--- src/hdl/point_rotation_about_center_unit_macros.svh ---
// Assertion macros shared by the point rotation RTL.
// Has no dependencies; included by the modules that carry assertions.
`ifndef POINT_ROTATION_ABOUT_CENTER_UNIT_MACROS_SVH
`define POINT_ROTATION_ABOUT_CENTER_UNIT_MACROS_SVH

// Same-cycle implication, checked outside reset.
`define PRAC_ASSERT_IMPL(name, clk_sig, rst_sig, ante, cons, msg) \
    name: assert property (@(posedge clk_sig) disable iff (!rst_sig) (ante) |-> (cons)) \
        else $error(msg);

// Next-cycle implication, checked outside reset.
`define PRAC_ASSERT_NEXT(name, clk_sig, rst_sig, ante, cons, msg) \
    name: assert property (@(posedge clk_sig) disable iff (!rst_sig) (ante) |=> (cons)) \
        else $error(msg);

`endif

--- src/hdl/prac_pkg.sv ---
// Shared constants and the arctangent table for the point rotation pipeline.
// No dependencies; imported by every module of the block.
`timescale 1ns / 1ps

package prac_pkg;

    localparam int GUARD_BITS = 8;
    localparam int MAX_STAGES = 24;
    localparam int ANGLE_W    = 16;
    localparam int ZW         = 33;
    localparam int ATAN_W     = 30;
    localparam int PROD_SHIFT = 32 - GUARD_BITS;

    localparam logic [31:0]             GAIN_K        = 32'd2608131496;
    localparam logic signed [ANGLE_W-1:0] ANGLE_QUARTER = 16'sd16384;
    localparam logic signed [ZW-1:0]    Z_LIMIT       = 33'sd1073741824;

    // atan(2^-i) in units of 2^-32 turn, truncated.
    function automatic logic [ATAN_W-1:0] atan_entry(input logic [4:0] idx);
        logic [ATAN_W-1:0] val;
        begin
            case (idx)
                5'd0:    val = 30'h20000000;
                5'd1:    val = 30'h12E4051D;
                5'd2:    val = 30'h09FB385B;
                5'd3:    val = 30'h051111D4;
                5'd4:    val = 30'h028B0D43;
                5'd5:    val = 30'h0145D7E1;
                5'd6:    val = 30'h00A2F61E;
                5'd7:    val = 30'h00517C55;
                5'd8:    val = 30'h0028BE53;
                5'd9:    val = 30'h00145F2F;
                5'd10:   val = 30'h000A2F98;
                5'd11:   val = 30'h000517CC;
                5'd12:   val = 30'h00028BE6;
                5'd13:   val = 30'h000145F3;
                5'd14:   val = 30'h0000A2F9;
                5'd15:   val = 30'h0000517C;
                5'd16:   val = 30'h000028BE;
                5'd17:   val = 30'h0000145F;
                5'd18:   val = 30'h00000A2F;
                5'd19:   val = 30'h00000517;
                5'd20:   val = 30'h0000028B;
                5'd21:   val = 30'h00000145;
                5'd22:   val = 30'h000000A2;
                5'd23:   val = 30'h00000051;
                default: val = '0;
            endcase
            return val;
        end
    endfunction

endpackage

--- src/hdl/prac_cordic_stage.sv ---
// One rotation-mode CORDIC iteration with its own pipeline register.
// Depends on prac_pkg for the arctangent table.
`timescale 1ns / 1ps

module prac_cordic_stage
    import prac_pkg::*;
#(
    parameter int COORD_WIDTH = 32,
    parameter int XW          = 43,
    parameter int STAGE       = 0
)
(
    input  logic                   clk,
    input  logic                   rst_n,
    input  logic                   in_valid,
    output logic                   in_ready,
    input  logic signed [XW-1:0]   x_in,
    input  logic signed [XW-1:0]   y_in,
    input  logic signed [ZW-1:0]   z_in,
    input  logic [COORD_WIDTH-1:0] cx_in,
    input  logic [COORD_WIDTH-1:0] cy_in,
    output logic                   out_valid,
    input  logic                   out_ready,
    output logic signed [XW-1:0]   x_out,
    output logic signed [XW-1:0]   y_out,
    output logic signed [ZW-1:0]   z_out,
    output logic [COORD_WIDTH-1:0] cx_out,
    output logic [COORD_WIDTH-1:0] cy_out
);

    localparam logic signed [ZW-1:0] ATAN_STEP =
        $signed({{(ZW-ATAN_W){1'b0}}, atan_entry(5'(STAGE))});

    logic                   valid_reg;
    logic                   adv;
    logic signed [XW-1:0]   x_reg, y_reg, xs, ys;
    logic signed [ZW-1:0]   z_reg;
    logic [COORD_WIDTH-1:0] cx_reg, cy_reg;
    logic                   ccw;

    assign adv      = !valid_reg || out_ready;
    assign in_ready = adv;

    assign xs  = x_in >>> STAGE;
    assign ys  = y_in >>> STAGE;
    assign ccw = !z_in[ZW-1];

    always_ff @(posedge clk or negedge rst_n)
    begin
        if (!rst_n)
        begin
            valid_reg <= 1'b0;
        end
        else if (adv)
        begin
            valid_reg <= in_valid;
        end
    end

    always_ff @(posedge clk)
    begin
        if (adv)
        begin
            x_reg  <= ccw ? (x_in - ys) : (x_in + ys);
            y_reg  <= ccw ? (y_in + xs) : (y_in - xs);
            z_reg  <= ccw ? (z_in - ATAN_STEP) : (z_in + ATAN_STEP);
            cx_reg <= cx_in;
            cy_reg <= cy_in;
        end
    end

    assign out_valid = valid_reg;
    assign x_out     = x_reg;
    assign y_out     = y_reg;
    assign z_out     = z_reg;
    assign cx_out    = cx_reg;
    assign cy_out    = cy_reg;

endmodule

--- config.mk ---
export PLATFORM = sky130hd
export DESIGN_NAME = prac_cordic_stage
export DESIGN_NICKNAME = d
export VERILOG_FILES = /design/src/hdl/point_rotation_about_center_unit_macros.svh /design/src/hdl/prac_pkg.sv /design/src/hdl/prac_cordic_stage.sv
export SDC_FILE = /design/constraint.sdc
export NUM_CORES = 1
export LEC_CHECK = 0
export ABC_AREA = 1
export BUFFER_PORTS_ARGS = -buffer_cell sky130_fd_sc_hd__buf_2
export CELL_PAD_IN_SITES_DETAIL_PLACEMENT = 0
export CELL_PAD_IN_SITES_GLOBAL_PLACEMENT = 2
export CORE_ASPECT_RATIO = 0.5
export CORE_UTILIZATION = 30
export CTS_CLUSTER_SIZE = 20
export DETAILED_ROUTE_END_ITERATION = 10
export PLACE_DENSITY = 0.93
export SYNTH_ARGS = -nofsm -noshare
export SYNTH_HDL_FRONTEND = slang
export SYNTH_SLANG_ARGS = --single-unit
--- constraint.sdc ---
create_clock -name clk -period 7.2 [get_ports clk]
set_clock_uncertainty 0.2 [all_clocks]
set_input_delay 0.72 -clock clk [delete_from_list [all_inputs] [get_ports clk]]
set_output_delay 0.72 -clock clk [all_outputs]
set_load 0.01 [all_outputs]
==> impl_results.md <==
- Global-route wire length before repair: between 90000 and 100000 um
- Fraction of layout cells with a size suffix above 1: 17.0%
- Async SR Flop Fraction: 0.546%
- Leak Pwr: 10.3 nW
- Setup CP Type: input port to flip-flop
- Initial antenna violation count: 5
- Crit path max-delay family: simple AND/OR/NAND/NOR gates
- Synth Area per Inst: about 6.8 um2
- PwrDens: between 150 and 200 nW/um2
- CTS Buf Count: 17
- Register area: 5490 um2
- Setup repair after global routing missed its margin: no
- I/O Buffers: 371
- Reg-to-reg critical path endpoint: y_out[35]$_DFFE_PP_
- WHS Endpoint: cy_out[19]$_DFFE_PP_
- Maximum vdd drop: 0.169 mV
- Status: complete, no violations
- Longest Clk Path Bufs: 2
- Syn Std Cell Area: 16500 um2
- Initial cell density of the core: 30.5%
- Rows: 60
- Largest family of logic cells by synthesized area: simple AND/OR/NAND/NOR gates
- I/O pin count: 372
- Synth cell types: 43
- Most frequent cells in the layout: nand2_1 (823), inv_1 (415), buf_2 (371), nand3_1 (207), nor2_1 (205)
- Post-synthesis mux area share: less than 1%
- Final total negative setup slack: 0 ns
- Synth Area in Adders: between 10% and 20%
- Area Growth Syn to Fin: 18.5%
- Reg2Reg Depth: 2
- Hold slack: 0.233 ns
- Reg2reg start: out_valid$_DFFE_PN0P_
- Num Clock Sinks: 183
- Max Slew Vio Count: 0
- Htree depth: 4
- Crit-path cells: buf_2 > inv_1 > ha_1 > fa_1 > inv_1 > nand2_1 > nand2_1 > nand2_1 > nand2_1 > nand3_1 > nand2_1 > nand2_1 > nand2_1 > nand2_1 > nand3_1 > nand2_1
- Simple-gate share of the synthesized area: 33.0%
- Clock-pin slew on the worst setup and hold paths: 0.08 ns
- Die Height: between 150 and 200 um
- Top cells by area, synth: edfxtp_1 (33%), nand2_1 (19%), ha_1 (11%), inv_1 (9.5%), nand3_1 (6.3%)
- Dpl hpwl: approximately 54000 um
- Floorplan core area: approximately 54000 um2
- Largest net degree at the start of global routing: 83
- CTS tree: built
- Sequential fraction of the synthesis area: between 30 and 40%
- Final-report setup violation count: 0
- Slew headroom: 20.5%
- Startpoint Class: input port
- Full die area: approximately 56000 um2
- Leading area contributor after synthesis: edfxtp_1
- Worst-path maximum fanout: 5
- Worst-Skew Late Latency: 0.45 ns
- Yosys reg bits: 183
- Vias: 16658
- Period minus WS final: 3.42 ns
- Fill cells: 5840
- Critical Path RT: 7.20 ns
- Root Driver: clkbuf_16
- Initial drt markers: 1504
- GRT overflow: 0
- Multi-input gate area in the final layout: approximately 9000 um2
- Die width: 333 um
- Post-synth EDFFs: around 180
- YS warnings: 0
- Min-delay src: cy_in[19]
- Slowest stage cell, crit path: fa_1
- Worst Tran Pin Value: roughly 1.2 ns
- CP Capture Type: flip-flop
- Pre-antenna DRT Iters: 6
- Drt wl/cell: roughly 18 um
- Flop-to-flop setup slack: roughly 4.7 ns
- # DRC: 0
- Xor/xnor cell area share of the yosys netlist: 1.44%
- CP arrival: 3.42 ns
- Fin crit share: 47.5%
- Synth Flop Type: edfxtp_1
- Final number of hold-violating endpoints: 0
- Mapped Nets: 2749
- Worst path bufs/invs: 3
- Routed Antenna Nets: 0
- Final #Nets: 3085
- Synth Area in Compound Gates: 8.93%
- Total GRT Usage: about 22%
- Vias per cell: 4.79
- Min-Delay Path Depth: 1
- Post-synth top area share: 33.2%
- Routability cong.: approximately 1.0
- Cell repeated most along the worst path: nand2_1
- Postcts setup bufs: 0
- Routed WL: 64400 um
- Final Cell Area: 19500 um2
- CP max stage delay: 0.51 ns
- Placed cell areas: 18900 um2
- Commonest non-fill, non-tap cell in the layout: nand2_1
- F_max: roughly 290 MHz
- Worst min path class: input port to flip-flop
- Cell count after synthesis: 2415
- Vias in the first global route: 15463
- Max-cap violations: 0
==> Yosys cell counts, types with 11 or more instances <==
| cell type | n |
|---|---|
| nor2_1 | 205 |
| nand2_1 | 824 |
| o22ai_1 | 12 |
| inv_1 | 415 |
| o21ai_0 | 67 |
| nand4_1 | 12 |
| buf_2 | 11 |
| buf_4 | 31 |
| edfxtp_1 | 182 |
| xor2_1 | 26 |
| o21bai_1 | 29 |
| ha_1 | 143 |
| a21oi_1 | 124 |
| nor2_2 | 24 |
| nand3_1 | 207 |
==> layout make-up <==
cell class,count,area share (%)
diodes,4,0.0513
clock buffers,18,2.20
clock inverters,14,0.930
inverters,423,8.14
multi-input cells,1750,46.2
flip-flops and latches,183,28.1
well taps,713,4.57
repair buffers,376,9.72
==> repair_timing <==
| action | 4_1_cts | 5_1_grt |
|---|---|---|
| hold buffers | 1 | 0 |
| gates resized for setup | 0 | 0 |
| endpoints found under the hold margin | 1 | 0 |
==> per-layer routing <==
layer  global-route usage, %  share of wire [%]  vias to the layer above
met2                    37.1                 46                      603
met3                    3.76                7.1                       69
met1                    30.1                 45                     7712
li1                        -                  -                     8272
met4                    6.31                2.2                        2
met5                       0              0.019                        -
==> logic make-up (layout without fill, tap and decap cells) <==
family | Yosys count | count (layout)
other | 0 | 4
DFF | 183 | 183
buffers and inverters | 482 | 831
and+or+nand+nor | 1315 | 1315
xor gates and xnor gates | 27 | 27
AOI/OAI and AO/OA | 260 | 260
adders and majority gates | 147 | 147
muxes | 1 | 1
==> registers in the layout, summed over array words and instances (netlist names) <==
signal	count
x_out	43
y_out	42
z_out	33
cx_out	32
cy_out	32
out_valid	1
==> stage by stage <==
stage / std cells / total power, mW / util [%] / setup slack [ns]
floorplan: 2415 / 2.14 / - / 1.62
finish: 3481 / 3.62 / 36.1 / 3.78
global placement: 3444 / 2.61 / 35.0 / 3.37
detailed placement: 3444 / 2.62 / 35.0 / 3.39
global route: 3479 / 3.82 / 36.1 / 3.63
CTS: 3477 / 3.65 / 36.1 / 3.88
==> worst reg2reg max path: cells and delay by family, from the launching register on <==
kind / cells / cell delay, ns
buf+inv: 1 / 0.98
flops: 1 / 0.42
simple gates: 1 / 0.40
==> how the worst max path moves through the flow <==
stage               slack [ns]       from                  end  depth (start not counted)
floorplan                 1.62  out_ready             in_ready                          2
global placement          3.37    x_in[0]  x_out[24]$_DFFE_PP_                         16
detailed placement        3.39    x_in[0]  x_out[24]$_DFFE_PP_                         16
CTS                       3.88    x_in[0]  x_out[24]$_DFFE_PP_                         16
global route              3.63    x_in[0]  x_out[24]$_DFFE_PP_                         16
finish                    3.78    x_in[0]  x_out[24]$_DFFE_PP_                         16
==> report_power, final <==
group	internal [mW]	leakage, nW	switching [mW]	total, mW
Sequential	1.32	1.85	0.0331	1.36
Combinational	0.383	8.17	0.867	1.25
Clock	0.503	0.290	0.514	1.02
Total	2.21	10.3	1.41	3.62
No activity file was read; power rests on OpenSTA's default activity.
