### src/hdl/point_rotation_about_center_unit_macros.svh
// Assertion macros shared by the point rotation RTL.
// Has no dependencies; included by the modules that carry assertions.
`ifndef POINT_ROTATION_ABOUT_CENTER_UNIT_MACROS_SVH
`define POINT_ROTATION_ABOUT_CENTER_UNIT_MACROS_SVH

// Same-cycle implication, checked outside reset.
`define PRAC_ASSERT_IMPL(name, clk_sig, rst_sig, ante, cons, msg) \
    name: assert property (@(posedge clk_sig) disable iff (!rst_sig) (ante) |-> (cons)) \
        else $error(msg);

// Next-cycle implication, checked outside reset.
`define PRAC_ASSERT_NEXT(name, clk_sig, rst_sig, ante, cons, msg) \
    name: assert property (@(posedge clk_sig) disable iff (!rst_sig) (ante) |=> (cons)) \
        else $error(msg);

`endif

### src/hdl/prac_pkg.sv
// Shared constants and the arctangent table for the point rotation pipeline.
// No dependencies; imported by every module of the block.
`timescale 1ns / 1ps

package prac_pkg;

    localparam int GUARD_BITS = 8;
    localparam int MAX_STAGES = 24;
    localparam int ANGLE_W    = 16;
    localparam int ZW         = 33;
    localparam int ATAN_W     = 30;
    localparam int PROD_SHIFT = 32 - GUARD_BITS;

    localparam logic [31:0]             GAIN_K        = 32'd2608131496;
    localparam logic signed [ANGLE_W-1:0] ANGLE_QUARTER = 16'sd16384;
    localparam logic signed [ZW-1:0]    Z_LIMIT       = 33'sd1073741824;

    // atan(2^-i) in units of 2^-32 turn, truncated.
    function automatic logic [ATAN_W-1:0] atan_entry(input logic [4:0] idx);
        logic [ATAN_W-1:0] val;
        begin
            case (idx)
                5'd0:    val = 30'h20000000;
                5'd1:    val = 30'h12E4051D;
                5'd2:    val = 30'h09FB385B;
                5'd3:    val = 30'h051111D4;
                5'd4:    val = 30'h028B0D43;
                5'd5:    val = 30'h0145D7E1;
                5'd6:    val = 30'h00A2F61E;
                5'd7:    val = 30'h00517C55;
                5'd8:    val = 30'h0028BE53;
                5'd9:    val = 30'h00145F2F;
                5'd10:   val = 30'h000A2F98;
                5'd11:   val = 30'h000517CC;
                5'd12:   val = 30'h00028BE6;
                5'd13:   val = 30'h000145F3;
                5'd14:   val = 30'h0000A2F9;
                5'd15:   val = 30'h0000517C;
                5'd16:   val = 30'h000028BE;
                5'd17:   val = 30'h0000145F;
                5'd18:   val = 30'h00000A2F;
                5'd19:   val = 30'h00000517;
                5'd20:   val = 30'h0000028B;
                5'd21:   val = 30'h00000145;
                5'd22:   val = 30'h000000A2;
                5'd23:   val = 30'h00000051;
                default: val = '0;
            endcase
            return val;
        end
    endfunction

endpackage

### src/hdl/prac_prep.sv
// Front end of the rotation pipeline: offset, gain compensation and folding.
// Depends on prac_pkg; five register stages with valid/ready per stage.
`timescale 1ns / 1ps

module prac_prep
    import prac_pkg::*;
#(
    parameter int COORD_WIDTH = 32,
    parameter int XW          = 43
)
(
    input  logic                          clk,
    input  logic                          rst_n,
    input  logic                          in_valid,
    output logic                          in_ready,
    input  logic [COORD_WIDTH-1:0]        pt_x,
    input  logic [COORD_WIDTH-1:0]        pt_y,
    input  logic [COORD_WIDTH-1:0]        pv_x,
    input  logic [COORD_WIDTH-1:0]        pv_y,
    input  logic signed [ANGLE_W-1:0]     ang,
    output logic                          out_valid,
    input  logic                          out_ready,
    output logic signed [XW-1:0]          x_out,
    output logic signed [XW-1:0]          y_out,
    output logic signed [ZW-1:0]          z_out,
    output logic [COORD_WIDTH-1:0]        cx_out,
    output logic [COORD_WIDTH-1:0]        cy_out
);

    localparam int MW = COORD_WIDTH + 1;
    localparam int EW = ((MW > 32) ? MW : 32) + 1;
    localparam int HW = EW - 32;
    localparam int PW = EW + 32;
    localparam int RW = PW - PROD_SHIFT;
    localparam logic [PW-1:0] ROUND_HALF = PW'(1) << (PROD_SHIFT - 1);

    logic [4:0] valid_reg;
    logic [4:0] adv;

    // Stage A
    logic [MW-1:0]          rel_x_reg, rel_y_reg;
    logic                   fold_a_reg;
    logic [ANGLE_W-1:0]     ang_a_reg;
    logic [COORD_WIDTH-1:0] cx_a_reg, cy_a_reg;
    // Stage B
    logic [EW-1:0]          mag_x_reg, mag_y_reg;
    logic                   neg_x_b_reg, neg_y_b_reg, fold_b_reg;
    logic [ANGLE_W-1:0]     ang_b_reg;
    logic [COORD_WIDTH-1:0] cx_b_reg, cy_b_reg;
    // Stage C
    logic [63:0]            lo_x_reg, lo_y_reg;
    logic [HW+31:0]         hi_x_reg, hi_y_reg;
    logic                   neg_x_c_reg, neg_y_c_reg, fold_c_reg;
    logic [ANGLE_W-1:0]     ang_c_reg;
    logic [COORD_WIDTH-1:0] cx_c_reg, cy_c_reg;
    // Stage D
    logic [RW-1:0]          r_x_reg, r_y_reg;
    logic                   neg_x_d_reg, neg_y_d_reg, fold_d_reg;
    logic [ANGLE_W-1:0]     ang_d_reg;
    logic [COORD_WIDTH-1:0] cx_d_reg, cy_d_reg;
    // Stage E
    logic signed [XW-1:0]   x_e_reg, y_e_reg;
    logic signed [ZW-1:0]   z_e_reg;
    logic [COORD_WIDTH-1:0] cx_e_reg, cy_e_reg;

    logic [MW-1:0]          rel_x_next, rel_y_next;
    logic                   fold_next;
    logic [ANGLE_W-1:0]     ang_next;
    logic [MW-1:0]          abs_x, abs_y;
    logic [PW-1:0]          acc_x, acc_y;
    logic signed [XW-1:0]   sx, sy;
    logic                   flip_x, flip_y;

    always_comb
    begin
        adv[4] = !valid_reg[4] || out_ready;
        for (int k = 3; k >= 0; k--)
        begin
            adv[k] = !valid_reg[k] || adv[k+1];
        end
    end

    assign in_ready = adv[0];

    always_ff @(posedge clk or negedge rst_n)
    begin
        if (!rst_n)
        begin
            valid_reg <= '0;
        end
        else
        begin
            if (adv[0])
            begin
                valid_reg[0] <= in_valid;
            end
            for (int k = 1; k < 5; k++)
            begin
                if (adv[k])
                begin
                    valid_reg[k] <= valid_reg[k-1];
                end
            end
        end
    end

    // Fold the angle into the right half-plane; both directions flip the top bit.
    always_comb
    begin
        rel_x_next = {pt_x[COORD_WIDTH-1], pt_x} - {pv_x[COORD_WIDTH-1], pv_x};
        rel_y_next = {pt_y[COORD_WIDTH-1], pt_y} - {pv_y[COORD_WIDTH-1], pv_y};
        fold_next  = (ang > ANGLE_QUARTER) || (ang < -ANGLE_QUARTER);
        ang_next   = fold_next ? {~ang[ANGLE_W-1], ang[ANGLE_W-2:0]} : ang;
    end

    always_comb
    begin
        abs_x = rel_x_reg[MW-1] ? MW'(~rel_x_reg + 1'b1) : rel_x_reg;
        abs_y = rel_y_reg[MW-1] ? MW'(~rel_y_reg + 1'b1) : rel_y_reg;
    end

    // Magnitude times K, rounded half up off the product fraction.
    always_comb
    begin
        acc_x = {hi_x_reg, 32'b0} + PW'(lo_x_reg) + ROUND_HALF;
        acc_y = {hi_y_reg, 32'b0} + PW'(lo_y_reg) + ROUND_HALF;
    end

    always_comb
    begin
        flip_x = neg_x_d_reg ^ fold_d_reg;
        flip_y = neg_y_d_reg ^ fold_d_reg;
        sx     = $signed({{(XW-RW){1'b0}}, r_x_reg});
        sy     = $signed({{(XW-RW){1'b0}}, r_y_reg});
    end

    always_ff @(posedge clk)
    begin
        if (adv[0])
        begin
            rel_x_reg  <= rel_x_next;
            rel_y_reg  <= rel_y_next;
            fold_a_reg <= fold_next;
            ang_a_reg  <= ang_next;
            cx_a_reg   <= pv_x;
            cy_a_reg   <= pv_y;
        end
        if (adv[1])
        begin
            mag_x_reg   <= {{(EW-MW){1'b0}}, abs_x};
            mag_y_reg   <= {{(EW-MW){1'b0}}, abs_y};
            neg_x_b_reg <= rel_x_reg[MW-1];
            neg_y_b_reg <= rel_y_reg[MW-1];
            fold_b_reg  <= fold_a_reg;
            ang_b_reg   <= ang_a_reg;
            cx_b_reg    <= cx_a_reg;
            cy_b_reg    <= cy_a_reg;
        end
        if (adv[2])
        begin
            lo_x_reg    <= mag_x_reg[31:0] * GAIN_K;
            lo_y_reg    <= mag_y_reg[31:0] * GAIN_K;
            hi_x_reg    <= mag_x_reg[EW-1:32] * GAIN_K;
            hi_y_reg    <= mag_y_reg[EW-1:32] * GAIN_K;
            neg_x_c_reg <= neg_x_b_reg;
            neg_y_c_reg <= neg_y_b_reg;
            fold_c_reg  <= fold_b_reg;
            ang_c_reg   <= ang_b_reg;
            cx_c_reg    <= cx_b_reg;
            cy_c_reg    <= cy_b_reg;
        end
        if (adv[3])
        begin
            r_x_reg     <= acc_x[PW-1:PROD_SHIFT];
            r_y_reg     <= acc_y[PW-1:PROD_SHIFT];
            neg_x_d_reg <= neg_x_c_reg;
            neg_y_d_reg <= neg_y_c_reg;
            fold_d_reg  <= fold_c_reg;
            ang_d_reg   <= ang_c_reg;
            cx_d_reg    <= cx_c_reg;
            cy_d_reg    <= cy_c_reg;
        end
        if (adv[4])
        begin
            x_e_reg  <= flip_x ? -sx : sx;
            y_e_reg  <= flip_y ? -sy : sy;
            z_e_reg  <= $signed({{(ZW-ANGLE_W-16){ang_d_reg[ANGLE_W-1]}}, ang_d_reg, 16'b0});
            cx_e_reg <= cx_d_reg;
            cy_e_reg <= cy_d_reg;
        end
    end

    assign out_valid = valid_reg[4];
    assign x_out     = x_e_reg;
    assign y_out     = y_e_reg;
    assign z_out     = z_e_reg;
    assign cx_out    = cx_e_reg;
    assign cy_out    = cy_e_reg;

endmodule

### config.mk
export PLATFORM = sky130hd
export DESIGN_NAME = prac_prep
export DESIGN_NICKNAME = d
export VERILOG_FILES = /design/src/hdl/point_rotation_about_center_unit_macros.svh /design/src/hdl/prac_pkg.sv /design/src/hdl/prac_prep.sv
export SDC_FILE = /design/constraint.sdc
export NUM_CORES = 2
export LEC_CHECK = 0
export BUFFER_PORTS_ARGS = -buffer_cell sky130_fd_sc_hd__buf_4
export CORE_MARGIN = 4
export CORE_UTILIZATION = 65
export CTS_BUF_LIST = sky130_fd_sc_hd__clkbuf_4 sky130_fd_sc_hd__clkbuf_8
export CTS_CLUSTER_DIAMETER = 120
export DETAILED_ROUTE_END_ITERATION = 12
export PLACE_DENSITY = 0.9
export RECOVER_POWER = 50
export SYNTH_ARGS = -nofsm -noshare
export SYNTH_HDL_FRONTEND = slang
export SYNTH_SLANG_ARGS = --single-unit
export TNS_END_PERCENT = 10
### constraint.sdc
create_clock -name clk -period 13.8 [get_ports clk]
set_input_delay 2.07 -clock clk [delete_from_list [all_inputs] [get_ports clk]]
set_output_delay 2.07 -clock clk [all_outputs]
set_load 0.02 [all_outputs]
==> metrics.md <==
| Metric | Value |
|---|---|
| CP Capture Type | flip-flop |
| First-pass GRT wire length | 258000 um |
| Detailed Place HPWL | 136000 um |
| Chip Height | 335 um |
| Vias in the first global route | 46623 |
| Post-route DRC | 0 |
| Deepest clock path buffer count | 3 |
| Commonest cells after routing, fill and taps aside | inv_1 (1511), fa_1 (916), ha_1 (814) |
| IO Count | 333 |
| CP Launch Point | mag_x_reg[12]$_DFFE_PP_ |
| WL/cell | 21.2 um |
| RSZ-0062 raised after global routing | no |
| Distinct cells, synth | 73 |
| Routed Antenna Nets | 0 |
| Critical path cell sequence | inv_1 > fa_1 > fa_1 > fa_1 > inv_1 > fa_1 > inv_1 > fa_1 > fa_1 > fa_1 > inv_1 > fa_1 > ha_1 > nand2_1 > o21ai_0 > o21ai_0 > a21oi_1 > o21ai_1 > o31a_1 > o31ai_1 > a21oi_1 > xnor2_1 |
| Top FF cell, synth | edfxtp_1 |
| Cts repair resizes | 0 |
| Post-Syn Instances | 5861 |
| Final setup vio count | 0 |
| H-tree Lvls | 4 |
| Clock transition at path regs | 0.06 ns |
| Final WL | 165000 um |
| Fill cell count | 7299 |
| Met3 Track Usage GR | 7.27% |
| Synth warn | 0 |
| Drt first pass iters | 8 |
| Clock Sinks | 799 |
| Setup TNS | 0 ns |
| Crit-path most repeated cell | fa_1 |
| CP Max Fanout | 7 |
| Hold depth | 0 |
| Worst path depth | 22 |
| CP Data Required Time | 14.33 ns |
| Worst slew pin tran | 3.15 ns |
| Global route overflow | 0 |
| Share of cells above drive strength 1 | 7.76% |
| Sequential share of the synthesized area | 34.5% |
| Highest clock rate | 123 MHz |
| EDFF count, synth | 794 |
| Core area | 106000 um^2 |
| Initial Util | 65.8% |
| Status | finished, violations left |
| HP Class | reg2reg |
| Mapped Area | 69500 um^2 |
| Fin nets | 8163 |
| Async S/R FF share, synth | 0.626% |
| Routability Congestion | 1.01 |
| Placement Rows | 119 |
| FF-to-FF Start | mag_x_reg[12]$_DFFE_PP_ |
| R2R depth | 22 |
| Fin crit period | 8.15 ns |
| Gr usage total | 30.0% |
| Worst setup SP type | flip-flop |
| Met1 usage | 42.7% |
| CTS buffer count | 132 |
| DIE AREA | 112000 um^2 |
| Crit path max-delay family | adder cells |
| Antenna violations before repair | 2 |
| Slew Viols, Final | 185 |
| Clock Tree Root | clkbuf_8 |
| Critical setup path kind | reg2reg |
| Busiest metal layer after global routing | met2 |
| Synth Area per Inst | 11.9 um^2 |
| Most common library cell in the layout ignoring fill and taps | inv_1 |
| Failing checks | capacitance limit, slew limit |
| Port bufs | 316 |
| CTS Hold Bufs | 0 |
| Hold Vio Cnt, Final | 0 |
| Die Span X | 335 um |
| Max_cap viols | 4 |
| Area grow syn2layout | 9.08% |
| Hold Crit Start | ang_a_reg[7]$_DFFE_PP_ |
| CTS tree | yes |
| Drt first-iter violations | 3258 |
| Arrival time at the worst endpoint | 8.67 ns |
| CP max stage cell | edfxtp_1 |
| Final clock skew | 0.0389 ns |
| Crit path largest cell delay | 0.85 ns |
| Seq cells post-synth | 799 |
| Buf/Inv on CP | 4 |
| Via density | 5.65 |
| Setup bufs post-CTS | 0 |
| Largest net degree at the start of global routing | 152 |
| Fin crit share | 59.0% |
| Slew HR | -110% |
| Worst-Skew Late Latency | 0.80 ns |
| GR Util met2 | 46.8% |
| Vias | 43892 |
## cells by family after synthesis
family	synth area share (%)
adders and majority gates	41.0
buffers and inverters	8.57
DFF	34.5
AOI/OAI and AO/OA	6.58
and+or+nand+nor	4.92
xor gates and xnor gates	4.42
muxes	0.0288
other	0.00539
## worst reg2reg max path, delay by kind of cell (launching register included)
family	cells	cell delay, ns
buffers and inverters	4	0.47
AOI/OAI and AO/OA	7	1.95
adders and majority gates	9	4.32
DFF	1	0.85
xor gates and xnor gates	1	0.13
and+or+nand+nor	1	0.16
## metal layers
metal  vias to the layer above  wire [um]
li1                      20009          -
met4                         0       4430
met3                       310      14400
met2                      1819      74900
met1                     21754      71000
met5                         -          0
## final timing paths
| check | endpoint | slack (ns) |
|---|---|---|
| setup / recovery | lo_x_reg[62]$_DFFE_PP_ | 5.65 |
| hold / removal | ang_b_reg[7]$_DFFE_PP_ | 0.41 |
| setup reg to reg | lo_x_reg[62]$_DFFE_PP_ | 5.65 |
| hold reg to reg | ang_b_reg[7]$_DFFE_PP_ | 0.41 |
| max in group asynchronous | valid_reg[0]$_DFFE_PN0P_ | 12.47 |
| min in group asynchronous | valid_reg[4]$_DFFE_PN0P_ | 1.12 |
## synth_stat cells (24+ instances only)
cell type	instances	share of area, %
nor3_1	46	0.33
a21oi_1	198	1.4
nand3_1	55	0.40
a31oi_1	37	0.33
and3_1	27	0.24
nand2b_1	31	0.28
nor2b_1	24	0.22
a21o_1	111	1.2
nor4_1	31	0.28
o21bai_1	24	0.26
xor2_1	112	1.4
fa_1	916	26
inv_1	1512	8.2
nor2_1	172	0.93
clkbuf_1	40	0.22
xnor2_1	239	3.0
edfxtp_1	794	34
o31ai_1	35	0.38
nand4_1	27	0.24
ha_1	814	15
o21ai_0	151	1.1
nand2_1	190	1.0
## area by class of cell
type	count	area, um^2	area share (%)
Sequential cell	799	24000	31.6
Clock buffer	163	2060	2.71
Antenna cell	4	10.0	0.0132
Timing Repair Buffer	333	2260	2.98
Inverter	1512	5680	7.48
Tap cell	1391	1740	2.29
Clock inverter	65	500	0.660
Multi-Input combinational cell	3507	39700	52.3
## through the flow
step                util, %  hold WS [ns]  worst slack, ns  area [um^2]  std cells
floorplan                 -         0.400             1.99        69600       5876
global placement       69.6         0.400             5.79        73600       7542
detailed placement     69.6         0.405             5.75        73600       7542
CTS                    72.1         0.394             5.70        76200       7770
global route           71.8         0.411             5.20        75900       7772
finish                 71.8         0.406             5.65        75900       7774
Power is not shown: default switching activity piles up to over one toggle a cycle in this logic, so the estimate is an artifact.
