<file path="src/hdl/point_rotation_about_center_unit_macros.svh">
// Assertion macros shared by the point rotation RTL.
// Has no dependencies; included by the modules that carry assertions.
`ifndef POINT_ROTATION_ABOUT_CENTER_UNIT_MACROS_SVH
`define POINT_ROTATION_ABOUT_CENTER_UNIT_MACROS_SVH

// Same-cycle implication, checked outside reset.
`define PRAC_ASSERT_IMPL(name, clk_sig, rst_sig, ante, cons, msg) \
    name: assert property (@(posedge clk_sig) disable iff (!rst_sig) (ante) |-> (cons)) \
        else $error(msg);

// Next-cycle implication, checked outside reset.
`define PRAC_ASSERT_NEXT(name, clk_sig, rst_sig, ante, cons, msg) \
    name: assert property (@(posedge clk_sig) disable iff (!rst_sig) (ante) |=> (cons)) \
        else $error(msg);

`endif

</file>
<file path="src/hdl/prac_pkg.sv">
// Shared constants and the arctangent table for the point rotation pipeline.
// No dependencies; imported by every module of the block.
`timescale 1ns / 1ps

package prac_pkg;

    localparam int GUARD_BITS = 8;
    localparam int MAX_STAGES = 24;
    localparam int ANGLE_W    = 16;
    localparam int ZW         = 33;
    localparam int ATAN_W     = 30;
    localparam int PROD_SHIFT = 32 - GUARD_BITS;

    localparam logic [31:0]             GAIN_K        = 32'd2608131496;
    localparam logic signed [ANGLE_W-1:0] ANGLE_QUARTER = 16'sd16384;
    localparam logic signed [ZW-1:0]    Z_LIMIT       = 33'sd1073741824;

    // atan(2^-i) in units of 2^-32 turn, truncated.
    function automatic logic [ATAN_W-1:0] atan_entry(input logic [4:0] idx);
        logic [ATAN_W-1:0] val;
        begin
            case (idx)
                5'd0:    val = 30'h20000000;
                5'd1:    val = 30'h12E4051D;
                5'd2:    val = 30'h09FB385B;
                5'd3:    val = 30'h051111D4;
                5'd4:    val = 30'h028B0D43;
                5'd5:    val = 30'h0145D7E1;
                5'd6:    val = 30'h00A2F61E;
                5'd7:    val = 30'h00517C55;
                5'd8:    val = 30'h0028BE53;
                5'd9:    val = 30'h00145F2F;
                5'd10:   val = 30'h000A2F98;
                5'd11:   val = 30'h000517CC;
                5'd12:   val = 30'h00028BE6;
                5'd13:   val = 30'h000145F3;
                5'd14:   val = 30'h0000A2F9;
                5'd15:   val = 30'h0000517C;
                5'd16:   val = 30'h000028BE;
                5'd17:   val = 30'h0000145F;
                5'd18:   val = 30'h00000A2F;
                5'd19:   val = 30'h00000517;
                5'd20:   val = 30'h0000028B;
                5'd21:   val = 30'h00000145;
                5'd22:   val = 30'h000000A2;
                5'd23:   val = 30'h00000051;
                default: val = '0;
            endcase
            return val;
        end
    endfunction

endpackage

</file>
<file path="src/hdl/prac_post.sv">
// Back end of the rotation pipeline: guard-bit rounding, pivot add, saturation.
// Depends on prac_pkg; its second stage is the output register of the block.
`timescale 1ns / 1ps

module prac_post
    import prac_pkg::*;
#(
    parameter int COORD_WIDTH = 32,
    parameter int XW          = 43
)
(
    input  logic                   clk,
    input  logic                   rst_n,
    input  logic                   in_valid,
    output logic                   in_ready,
    input  logic signed [XW-1:0]   x_in,
    input  logic signed [XW-1:0]   y_in,
    input  logic [COORD_WIDTH-1:0] cx_in,
    input  logic [COORD_WIDTH-1:0] cy_in,
    output logic                   out_valid,
    input  logic                   out_ready,
    output logic [COORD_WIDTH-1:0] rx_out,
    output logic [COORD_WIDTH-1:0] ry_out,
    output logic                   clip_out
);

    localparam int RXW = XW - GUARD_BITS;
    localparam int SW  = RXW + 1;
    localparam logic [XW-1:0] ROUND_OUT = XW'(1) << (GUARD_BITS - 1);
    localparam logic [COORD_WIDTH-1:0] COORD_MAX = {1'b0, {(COORD_WIDTH-1){1'b1}}};
    localparam logic [COORD_WIDTH-1:0] COORD_MIN = {1'b1, {(COORD_WIDTH-1){1'b0}}};

    logic [1:0]             valid_reg;
    logic [1:0]             adv;
    logic [RXW-1:0]         rnd_x_reg, rnd_y_reg;
    logic [COORD_WIDTH-1:0] cx_reg, cy_reg;
    logic [COORD_WIDTH-1:0] rx_reg, ry_reg;
    logic                   clip_reg;

    logic [XW-1:0]          tx, ty;
    logic [SW-1:0]          sum_x, sum_y;
    logic                   ovf_x, ovf_y;
    logic [COORD_WIDTH-1:0] sat_x, sat_y;

    assign adv[1]   = !valid_reg[1] || out_ready;
    assign adv[0]   = !valid_reg[0] || adv[1];
    assign in_ready = adv[0];

    always_ff @(posedge clk or negedge rst_n)
    begin
        if (!rst_n)
        begin
            valid_reg <= '0;
        end
        else
        begin
            if (adv[0])
            begin
                valid_reg[0] <= in_valid;
            end
            if (adv[1])
            begin
                valid_reg[1] <= valid_reg[0];
            end
        end
    end

    // Floor of (v + half) leaves the guard bits behind.
    assign tx = x_in + ROUND_OUT;
    assign ty = y_in + ROUND_OUT;

    always_comb
    begin
        sum_x = {rnd_x_reg[RXW-1], rnd_x_reg}
              + {{(SW-COORD_WIDTH){cx_reg[COORD_WIDTH-1]}}, cx_reg};
        sum_y = {rnd_y_reg[RXW-1], rnd_y_reg}
              + {{(SW-COORD_WIDTH){cy_reg[COORD_WIDTH-1]}}, cy_reg};
        ovf_x = !((&sum_x[SW-1:COORD_WIDTH-1]) || !(|sum_x[SW-1:COORD_WIDTH-1]));
        ovf_y = !((&sum_y[SW-1:COORD_WIDTH-1]) || !(|sum_y[SW-1:COORD_WIDTH-1]));
        sat_x = ovf_x ? (sum_x[SW-1] ? COORD_MIN : COORD_MAX) : sum_x[COORD_WIDTH-1:0];
        sat_y = ovf_y ? (sum_y[SW-1] ? COORD_MIN : COORD_MAX) : sum_y[COORD_WIDTH-1:0];
    end

    always_ff @(posedge clk)
    begin
        if (adv[0])
        begin
            rnd_x_reg <= tx[XW-1:GUARD_BITS];
            rnd_y_reg <= ty[XW-1:GUARD_BITS];
            cx_reg    <= cx_in;
            cy_reg    <= cy_in;
        end
        if (adv[1])
        begin
            rx_reg   <= sat_x;
            ry_reg   <= sat_y;
            clip_reg <= ovf_x || ovf_y;
        end
    end

    assign out_valid = valid_reg[1];
    assign rx_out    = rx_reg;
    assign ry_out    = ry_reg;
    assign clip_out  = clip_reg;

endmodule

</file>
<file path="config.mk">
export PLATFORM = sky130hd
export DESIGN_NAME = prac_post
export DESIGN_NICKNAME = d
export VERILOG_FILES = /design/src/hdl/point_rotation_about_center_unit_macros.svh /design/src/hdl/prac_pkg.sv /design/src/hdl/prac_post.sv
export SDC_FILE = /design/constraint.sdc
export NUM_CORES = 1
export LEC_CHECK = 0
export BUFFER_PORTS_ARGS = -buffer_cell sky130_fd_sc_hd__buf_2
export CORE_MARGIN = 5
export CORE_UTILIZATION = 25
export DETAILED_ROUTE_END_ITERATION = 8
export GPL_ROUTABILITY_DRIVEN = 1
export PLACE_DENSITY_LB_ADDON = 0.2
export SLEW_MARGIN = 5
export SYNTH_ARGS = -nofsm -noshare
export SYNTH_HDL_FRONTEND = slang
export SYNTH_SLANG_ARGS = --single-unit
</file>
<file path="constraint.sdc">
create_clock -name clk -period 9.6 [get_ports clk]
set_clock_uncertainty 0.15 [all_clocks]
set_input_delay 0.48 -clock clk [delete_from_list [all_inputs] [get_ports clk]]
set_output_delay 0.48 -clock clk [all_outputs]
set_load 0.02 [all_outputs]
</file>
==> flow_metrics.py, run 1 <==
metrics = {
    "status": {
        "status": "finished clean",
    },
    "critical_path": {
        "path_max_fanout": 28,
        "crit_required_ns": 9.69,
        "cp-end-kind": "flop",
        "cp.arrival_ns": 4.68,
        "crit_type": "flop to flop",
        "startpoint_type": "flop",
    },
    "detailed_routing": {
        "dr.pass1.iters": 4,
        "ant_nets": 0,
        "wl_um": 33060,
        "routedWlPerCell_um": 16.83,
        "vias_per_cell": 4.629,
        "drtIter0Drc": 425,
        "vias": 9092,
        "drc": 0,
    },
    "logic_synthesis": {
        "synthTopCellsByCount": "edfxtp_1, a21oi_1, nand2_1",
        "synth_edf_count": 199,
        "ys.flop_type": "edfxtp_1",
        "syn-cell-area_um2": 11790,
        "yosys_warnings": 0,
        "synth_top_area_cell": "edfxtp_1",
        "async_flop_share_pct": 0.9950,
        "ys_types": 65,
        "synth.net_count": 1289,
        "syn_inst": 1061,
        "ys_seq_elements": 201,
        "seq_area_frac_synth_pct": 51.13,
        "yosysMostFrequentCell": "edfxtp_1",
        "yosysTopAreaCellShare_pct": 50.71,
        "synth_area_leaders": "edfxtp_1, ha_1, xnor2_1",
        "syn_area_per_cell_um2": 11.11,
    },
    "power_and_ir_drop": {
        "seq_power_share_pct": 38.8,
        "p_int_mw": 2.004,
        "comb_power_share_pct": 28.3,
        "cellPowerDensity_nw_per_um2": 198.5,
        "power.switching_mw": 0.9680,
        "swShare_pct": 32.57,
        "leakage_nw": 5.786,
        "p_clk_share_pct": 32.8,
        "peakVddDrop_uv": 108.5,
    },
    "clocking": {
        "cts_setup_buffers": 0,
        "root_buffer": "clkbuf_16",
        "cts_tree": "done",
        "numCtsBuffers": 27,
        "cts_max_level": 1,
        "cts-resized-gates": 0,
        "clkTransAtPathRegs_ns": 0.06,
        "clockBufferDepth": 3,
        "clk_latency_ns": 0.56,
        "holdBufCountCts": 66,
        "cts.sinks": 201,
    },
    "layout": {
        "num-nets-final": 1564,
        "register_area_um2": 6026,
        "postLayoutCoreUtil_pct": 32.17,
        "drive_gt1_share_pct": 20.00,
        "syn_to_final_growth_pct": 27.08,
        "fin_cells": 1964,
        "multi_input_area_um2": 5518,
        "fillers": 4811,
        "fin_area_um2": 14980,
    },
    "min_path": {
        "worstHoldPathType": "input pin to flop",
    },
    "place": {
        "io_buffers": 206,
        "place_hpwl_um": 25720,
        "dpl_cell_area_um2": 13450,
        "post-place-cells": 1848,
        "dp_slack_ns": 4.957,
        "gp_congestion": 0.7882,
    },
    "floorplanning": {
        "core_area_um2": 46560,
        "design.die.area_um2": 51580,
        "top_level_ports": 221,
        "die_w_um": 227.1,
        "rows": 79,
        "start_util_pct": 25.31,
        "die_height_um": 227.1,
    },
    "sta": {
        "worst_slack_ns": 5.015,
        "final.min_clock_period_ns": 4.585,
        "relSlewSlack_pct": 22.06,
        "final_hold_viol_count": 0,
        "worstMarginPinSlew_ns": 1.168,
        "fmax_mhz": 218.1,
        "drv_slew": 0,
        "rsz0062_at_grt": "no",
        "setup_viol": 0,
        "setup-tns-final_ns": 0,
        "min_period_over_period_pct": 47.76,
    },
    "flow_run": {
        "cap_violations": 0,
    },
    "global_routing": {
        "grt_pass1_vias": 9274,
        "grt.overflow.total": 0,
        "grt_util_all_layers_pct": 12.47,
        "grt_max_degree": 70,
        "antenna_found_initial": 2,
        "grt_first_pass_wirelength_um": 51230,
    },
}
-- cell families (layout without fill, tap and decap cells) --
kind of cell	Yosys count	count (layout)	share of synthesized area [%]
AOI/OAI and AO/OA	297	297	16.32
xor gates and xnor gates	128	128	9.513
adders and majority gates	74	74	7.984
buffers and inverters	53	347	2.113
DFF	201	201	51.13
other	0	2	0
and+or+nand+nor	308	308	12.94
-- critical path: stages (launching register included) --
cell	delay [ns]
edfxtp_1	0.38
ha_1	0.25
fa_1	0.44
a211oi_1	0.31
o211ai_1	0.18
a21boi_1	0.39
o31ai_1	0.22
a2111o_1	0.44
o2111ai_1	0.20
nor4_4	0.13
nor2_2	0.89
o21ai_0	0.27
-- through the flow --
| step | power (mW) | hold slack [ns] |
|---|---|---|
| 2_1_floorplan | 1.749 | 0.03441 |
| 3_3_place_gp | 2.005 | 0.1162 |
| 3_5_place_dp | 2.001 | 0.1198 |
| 4_1_cts | 3.024 | 0.03446 |
| 5_1_grt | 3.146 | 0.05049 |
| 6_report | 2.972 | 0.07094 |
-- metal layers --
layer / vias up / part of all wire (%) / global-route usage (%)
met2: 218 / 51 / 22.73
met5: - / 0 / 0
met3: 51 / 4.7 / 1.973
met1: 4246 / 41 / 15.01
li1: 4577 / - / -
met4: 0 / 2.9 / 4.147
-- area by class of cell --
type	instances	share of cell area (%)
Clock inverter	19	1.211
Timing Repair Buffer	275	11.45
Multi-Input combinational cell	807	36.84
Antenna cell	2	0.03342
Inverter	24	0.6015
Tap cell	607	5.071
Sequential cell	201	40.23
Clock buffer	29	4.561
-- cell usage in the layout, fill, tap and decap left out, types with 17 or more instances in the layout --
cell type,count
nand4_1,25
nand2_1,90
dlygate4sd3_1,66
a21oi_1,90
clkbuf_16,27
and3_1,22
o211ai_1,17
o21ai_0,60
nor3_1,22
buf_2,206
nor2_1,56
ha_1,72
xor2_1,46
nand3_1,49
xnor2_1,82
inv_1,24
edfxtp_1,199
a21o_1,41
-- power by group through the flow --
stage	combinational, mW	clock [mW]	sequential, mW
final	0.842	0.976	1.15
after global routing	0.931	1.05	1.17
after CTS	0.854	1.01	1.16
after detailed placement	0.828	0	1.17
after global placement	0.830	0	1.17
after floorplan	0.494	0	1.26
-- path summary, 6_finish.rpt --
check                                  start       endpoint  slack (ns)  depth (start not counted)
worst max-delay path               cy_reg[0]     ry_out[13]        5.01                         11
worst max register to register     cy_reg[0]     ry_out[13]        5.01                         11
worst min register to register  valid_reg[0]   valid_reg[1]        0.32                          1
max in group asynchronous              rst_n   valid_reg[1]        9.12                          2
worst min-delay path                y_in[30]  rnd_y_reg[22]        0.07                          2
min in group asynchronous              rst_n   valid_reg[0]        0.09                          2
No activity file was read; power rests on OpenSTA's default activity.
==> run 2, diff against run 1 <==
--- a/config.mk
+++ b/config.mk
@@ -5,6 +5,7 @@
 export SDC_FILE = /design/constraint.sdc
 export NUM_CORES = 1
 export LEC_CHECK = 0
+export ABC_AREA = 1
 export BUFFER_PORTS_ARGS = -buffer_cell sky130_fd_sc_hd__buf_2
 export CORE_MARGIN = 5
 export CORE_UTILIZATION = 25
==> constraint.sdc (replaced) <==
create_clock -name clk -period 4.3 [get_ports clk]
set_clock_uncertainty 0.15 [all_clocks]
set_input_delay 0.215 -clock clk [delete_from_list [all_inputs] [get_ports clk]]
set_output_delay 0.215 -clock clk [all_outputs]
set_load 0.02 [all_outputs]
==> run 2 against run 1 <==
Area after synthesis increased by 11%. Wire length grew 16%. Worst setup slack got worse by 4.0 ns. Critical path depth grew 6. Clock power is 110% higher. Utilization increased by 1.2 points. Via count up 23%. Sequential cell count unchanged. Combinational power rose to 2.6 times the previous value. Sequential power up 130%. Power rose by 130%. Global-route usage rose by 0.80 points. Largest cell class is now multi-input combinational cells. Highest routed layer unchanged.
==> flow_metrics.py, run 2 <==
metrics = {
    "status": {
        "status": "finished clean",
    },
    "floorplanning": {
        "start_util_pct": 25.38,
        "core_area_um2": 51510,
        "die_height_um": 238.7,
        "design.die.area_um2": 56960,
        "rows": 83,
        "die_w_um": 238.7,
        "top_level_ports": 221,
    },
    "flow_run": {
        "cap_violations": 0,
    },
    "clocking": {
        "cts_tree": "done",
        "clkTransAtPathRegs_ns": 0.06,
        "cts-resized-gates": 0,
        "cts.sinks": 201,
        "clockBufferDepth": 3,
        "root_buffer": "clkbuf_16",
        "numCtsBuffers": 25,
        "clk_latency_ns": 0.54,
        "cts_max_level": 1,
    },
    "place": {
        "place_hpwl_um": 31460,
        "dpl_cell_area_um2": 14910,
        "post-place-cells": 2425,
        "io_buffers": 206,
        "gp_congestion": 0.9351,
        "dp_slack_ns": 1.022,
    },
    "sta": {
        "worstMarginPinSlew_ns": 1.039,
        "worst_slack_ns": 1.060,
        "setup_viol": 0,
        "final_hold_viol_count": 0,
        "final.min_clock_period_ns": 3.240,
        "relSlewSlack_pct": 30.71,
        "drv_slew": 0,
        "fmax_mhz": 308.6,
        "min_period_over_period_pct": 75.36,
        "rsz0062_at_grt": "no",
        "setup-tns-final_ns": 0,
    },
    "global_routing": {
        "grt_pass1_vias": 11560,
        "grt_first_pass_wirelength_um": 60910,
        "grt_max_degree": 70,
        "antenna_found_initial": 0,
        "grt.overflow.total": 0,
        "grt_util_all_layers_pct": 13.27,
    },
    "logic_synthesis": {
        "seq_area_frac_synth_pct": 46.10,
        "yosys_warnings": 0,
        "synthTopCellsByCount": "nand2_1, edfxtp_1, inv_1",
        "synth.net_count": 1776,
        "synth_area_leaders": "edfxtp_1, nand2_1, ha_1",
        "syn-cell-area_um2": 13070,
        "async_flop_share_pct": 0.9950,
        "synth_edf_count": 199,
        "yosysMostFrequentCell": "nand2_1",
        "ys_seq_elements": 201,
        "ys.flop_type": "edfxtp_1",
        "syn_inst": 1548,
        "syn_area_per_cell_um2": 8.444,
        "synth_top_area_cell": "edfxtp_1",
        "yosysTopAreaCellShare_pct": 45.72,
        "ys_types": 41,
    },
    "critical_path": {
        "startpoint_type": "flop",
        "worstSetupEndpoint": "ry_out[0]",
        "crit_path_start": "rnd_y_reg[0]",
        "worstRegToRegCells": 17,
        "crit_type": "flop to flop",
        "cp-end-kind": "flop",
        "r2r-end": "ry_out[0]",
        "crit_required_ns": 4.41,
        "r2r_slack_ns": 1.06,
        "reg2reg_from": "rnd_y_reg[0]",
        "path_max_fanout": 31,
        "cp.arrival_ns": 3.35,
    },
    "layout": {
        "fillers": 5404,
        "fin_area_um2": 17160,
        "multi_input_area_um2": 6252,
        "drive_gt1_share_pct": 16.32,
        "syn_to_final_growth_pct": 31.31,
        "num-nets-final": 2147,
        "final_cell_mix": "nand2_1, buf_2, edfxtp_1",
        "fin_cells": 2616,
        "layout_commonest_cell": "nand2_1",
        "register_area_um2": 6026,
        "diodes": 0,
    },
    "power_and_ir_drop": {
        "cellPowerDensity_nw_per_um2": 402.7,
        "p_clk_share_pct": 29.1,
        "comb_power_share_pct": 32.3,
        "leakage_nw": 7.881,
        "swShare_pct": 34.45,
        "power.switching_mw": 2.381,
        "seq_power_share_pct": 38.6,
        "peakVddDrop_uv": 240.3,
        "p_int_mw": 4.530,
        "power_mw": 6.912,
    },
    "detailed_routing": {
        "routedWlPerCell_um": 14.65,
        "dr.pass1.iters": 5,
        "ant_nets": 0,
        "vias_per_cell": 4.269,
        "wl_um": 38320,
        "vias": 11170,
        "drc": 0,
        "drtIter0Drc": 378,
    },
    "min_path": {
        "worstHoldPathType": "input pin to flop",
    },
}
## run 2: changes by cell type after synthesis, sizes merged, moves of 14 or more
| cell | before | now |
|---|---|---|
| inv | 24 | 189 |
| a21oi | 91 | 77 |
| nor2 | 57 | 121 |
| xor2 | 46 | 81 |
| a21o | 48 | 2 |
| o21ai | 63 | 13 |
| nand3 | 49 | 78 |
| clkbuf | 16 | 0 |
| o211ai | 17 | 0 |
| nand2 | 91 | 556 |
| and3 | 22 | 5 |
| xnor2 | 82 | 34 |
## run 2: how the worst min path moves through the flow
stage             from      endpoint  slack (ns)  depth (start not counted)
6_report       x_in[7]  rnd_x_reg[1]        0.07                          3
3_5_place_dp     rst_n  valid_reg[1]       -0.15                          1
3_3_place_gp     rst_n  valid_reg[1]       -0.15                          1
2_1_floorplan    rst_n  valid_reg[0]       -0.23                          0
4_1_cts        x_in[7]  rnd_x_reg[1]        0.03                          3
5_1_grt        x_in[7]  rnd_x_reg[1]        0.07                          3
## run 2: cell type report
type                       instances  area share (%)
multi-input combinational       1145           36.43
clock inverter                    13          0.7946
tap                              680           4.957
timing repair buffer             356           14.78
sequential                       201           35.11
clock buffer                      31           3.776
inverter                         190           4.155
## run 2: logic make-up after synthesis
logic type                 count (synthesis)  share of synthesized area (%)
and+or+nand+nor                          836                          27.52
buffers and inverters                    202                          6.222
DFF                                      201                          46.10
AOI/OAI and AO/OA                        120                          5.255
xor gates and xnor gates                 115                          7.706
adders and majority gates                 74                          7.198
## run 2: worst max-delay path: stages (launching register included)
cell and delay [ns]:
edfxtp_1 0.40, ha_1 0.27, fa_1 0.45, nand2_1 0.11, nand2_1 0.07, nand3_1 0.11
nand2_2 0.09, nand2_1 0.09, nand2_2 0.12, nand2_2 0.12, nand2_1 0.07, nand2_1 0.07
nand2_1 0.07, nor2_1 0.15, nand3_1 0.09, nand2_1 0.08, buf_4 0.32, a21oi_1 0.13
## run 2: layer usage
layer / vias up / routed length (um) / track usage (%) / share of wire [%]
li1: 5845 / - / - / -
met1: 5026 / 15980 / 15.83 / 42
met2: 229 / 19520 / 24.78 / 51
met3: 68 / 1653 / 1.650 / 4.3
met4: 0 / 1171 / 4.104 / 3.1
met5: - / 0 / 0 / 0
## run 2: through the flow
| step | hold slack [ns] | util, % |
|---|---|---|
| floorplan | -0.2306 | - |
| global placement | -0.1503 | 28.94 |
| global route | 0.06807 | 33.32 |
| detailed placement | -0.1482 | 28.94 |
| finish | 0.07203 | 33.32 |
| CTS | 0.02663 | 33.32 |
## run 2: timing repair
action                     4_1_cts  5_1_grt
hold buffers                   147        0
hold endpoints to repair       137        0
setup endpoints to repair        0        0
buffers inserted                 0        0
## run 2: power by group through the flow
| stage | registers (mW) | logic (mW) | clock network (mW) |
|---|---|---|---|
| 6_report | 2.67 | 2.23 | 2.01 |
| 5_1_grt | 2.70 | 2.52 | 2.18 |
| 4_1_cts | 2.68 | 2.28 | 2.11 |
| 3_5_place_dp | 2.72 | 2.16 | 0 |
| 3_3_place_gp | 2.72 | 2.16 | 0 |
| 2_1_floorplan | 2.92 | 1.26 | 0 |
==> run 3, diff against run 2 <==
==> constraint.sdc (replaced) <==
create_clock -name clk -period 3.02 [get_ports clk]
set_clock_uncertainty 0.15 [all_clocks]
set_input_delay 0.151 -clock clk [delete_from_list [all_inputs] [get_ports clk]]
set_output_delay 0.151 -clock clk [all_outputs]
set_load 0.02 [all_outputs]
==> run 3 against run 2 <==
Final cell count increased by 1.6%. Die area stayed put. Hold slack worse by 0.025 ns. First-iteration DRC count grew 22%. Largest power group unchanged. Largest cell class unchanged. Power grew 44%. Sequential power grew 43%. Global-route usage grew 0.096 points. Critical path depth shrank 5. Clock power is 36% higher.
==> flow_metrics.py, run 3 (synthesis results as in run 2) <==
metrics = {
    "sta": {
        "final.min_clock_period_ns": 2.882,
        "rsz0062_at_grt": "yes",
        "setup-tns-final_ns": 0,
        "setup_viol": 0,
        "relSlewSlack_pct": 37.84,
        "worstMarginPinSlew_ns": 0.9324,
        "final_hold_viol_count": 0,
        "min_period_over_period_pct": 95.44,
        "fmax_mhz": 347.0,
        "drv_slew": 0,
    },
    "clocking": {
        "cts_tree": "done",
        "cts.sinks": 201,
        "clockBufferDepth": 3,
        "clk_latency_ns": 0.52,
        "numCtsBuffers": 25,
        "root_buffer": "clkbuf_16",
        "clkTransAtPathRegs_ns": 0.05,
        "cts_max_level": 1,
    },
    "layout": {
        "diodes": 0,
        "fin_cells": 2659,
        "postLayoutCoreUtil_pct": 34.48,
        "num-nets-final": 2190,
        "syn_to_final_growth_pct": 35.88,
        "layout_commonest_cell": "nand2_1",
        "final_cell_mix": "nand2_1, buf_2, edfxtp_1",
        "drive_gt1_share_pct": 18.60,
        "fillers": 5449,
    },
    "critical_path": {
        "path_max_fanout": 4,
        "cp.arrival_ns": 3.01,
        "crit_path_start": "y_in[8]",
        "cp-end-kind": "flop",
        "reg2reg_from": "cy_reg[31]",
        "crit_type": "input pin to flop",
        "worstSetupEndpoint": "rnd_y_reg[31]",
        "r2r_slack_ns": 0.18,
        "worstRegToRegCells": 13,
        "r2r-end": "ry_out[23]",
        "crit_required_ns": 3.15,
        "startpoint_type": "input pin",
    },
    "place": {
        "io_buffers": 206,
        "post-place-cells": 2442,
        "place_hpwl_um": 31700,
        "gp_congestion": 0.8864,
    },
    "min_path": {
        "worstHoldPathType": "input pin to flop",
        "min-delay-start": "y_in[7]",
    },
    "global_routing": {
        "grt_first_pass_wirelength_um": 61220,
        "grt_util_all_layers_pct": 13.37,
        "grt_max_degree": 70,
        "grt_pass1_vias": 11680,
        "grt.overflow.total": 0,
        "antenna_found_initial": 0,
    },
    "detailed_routing": {
        "vias_per_cell": 4.240,
        "dr.pass1.iters": 5,
        "wl_um": 39430,
        "ant_nets": 0,
        "vias": 11270,
        "drc": 0,
        "routedWlPerCell_um": 14.83,
        "drtIter0Drc": 462,
    },
    "power_and_ir_drop": {
        "power_mw": 9.957,
        "cellPowerDensity_nw_per_um2": 560.6,
        "leakage_nw": 8.113,
        "peakVddDrop_uv": 382.8,
    },
    "flow_run": {
        "cap_violations": 0,
    },
    "floorplanning": {
        "start_util_pct": 25.38,
        "top_level_ports": 221,
        "design.die.area_um2": 56960,
        "die_w_um": 238.7,
        "core_area_um2": 51510,
        "die_height_um": 238.7,
        "rows": 83,
    },
    "status": {
        "status": "finished clean",
    },
}
[run 3: changes by cell type in the layout (fill, tap and decap cells not counted), moves of 5 or more]
cell and change:
clkinv_1 +5, buf_4 +17, ha_1 -10, dlygate4sd3_1 +19
nor2_1 -8, buf_12 +5, nor2_2 +6, ha_2 +8
[run 3: area by class of cell]
class | count | area, um^2 | share of cell area [%]
Multi-Input combinational cell | 1145 | 6421 | 36.15
Tap cell | 680 | 850.8 | 4.790
Clock buffer | 30 | 644.4 | 3.628
Timing Repair Buffer | 399 | 3005 | 16.92
Clock inverter | 14 | 100.1 | 0.5636
Sequential cell | 201 | 6026 | 33.93
Inverter | 190 | 713.2 | 4.015
[run 3: timing repair]
| item | CTS | global route |
|---|---|---|
| resized for setup | 0 | 44 |
| buffers inserted | 0 | 5 |
| endpoints found under the hold margin | 137 | 0 |
| endpoints found under the setup margin | 0 | 53 |
| hold buffers | 166 | 0 |
[run 3: worst max-delay path, cell delays in order]
cell and delay, ns:
dlygate4sd3_1 0.52, buf_2 0.11, ha_1 0.18, nand3_2 0.12
nor2_4 0.18, nand4_4 0.13, nor3_4 0.32, nand2_2 0.11
nor4_4 0.34, nand3_1 0.14, xnor2_1 0.15, dlygate4sd3_1 0.54
[run 3: worst min-delay path by stage]
| stage | cells past startpoint | end |
|---|---|---|
| 2_1_floorplan | 0 | valid_reg[0] |
| 3_3_place_gp | 1 | valid_reg[0] |
| 3_5_place_dp | 1 | valid_reg[1] |
| 4_1_cts | 4 | rnd_y_reg[2] |
| 5_1_grt | 4 | rnd_y_reg[2] |
| 6_report | 4 | rnd_y_reg[2] |
[run 3: routing by layer]
layer  track usage, %  up-vias  wire length [um]
met5                0        -                 0
met4            3.391        0              1070
met3            1.938       53              1534
met2            25.59      226             20560
met1            15.55     5088             16270
li1                 -     5907                 -
[run 3: report_power, final]
| group | leakage [nW] | internal (mW) | total, mW | switching, mW |
|---|---|---|---|---|
| Combinational | 5.73 | 1.28 | 3.42 | 2.14 |
| Clock | 0.358 | 1.60 | 2.73 | 1.13 |
| Sequential | 2.03 | 3.64 | 3.81 | 0.172 |
[run 3: metrics by stage]
step,setup WS (ns),instance area [um^2],hold slack (ns)
after floorplan,0.4238,13080,-0.2946
after global placement,0.03330,15100,-0.2131
after detailed placement,0.01836,15100,-0.2115
after CTS,0.004723,17500,0.02615
after global routing,-0.03049,17760,0.04755
final,0.1378,17760,0.04746
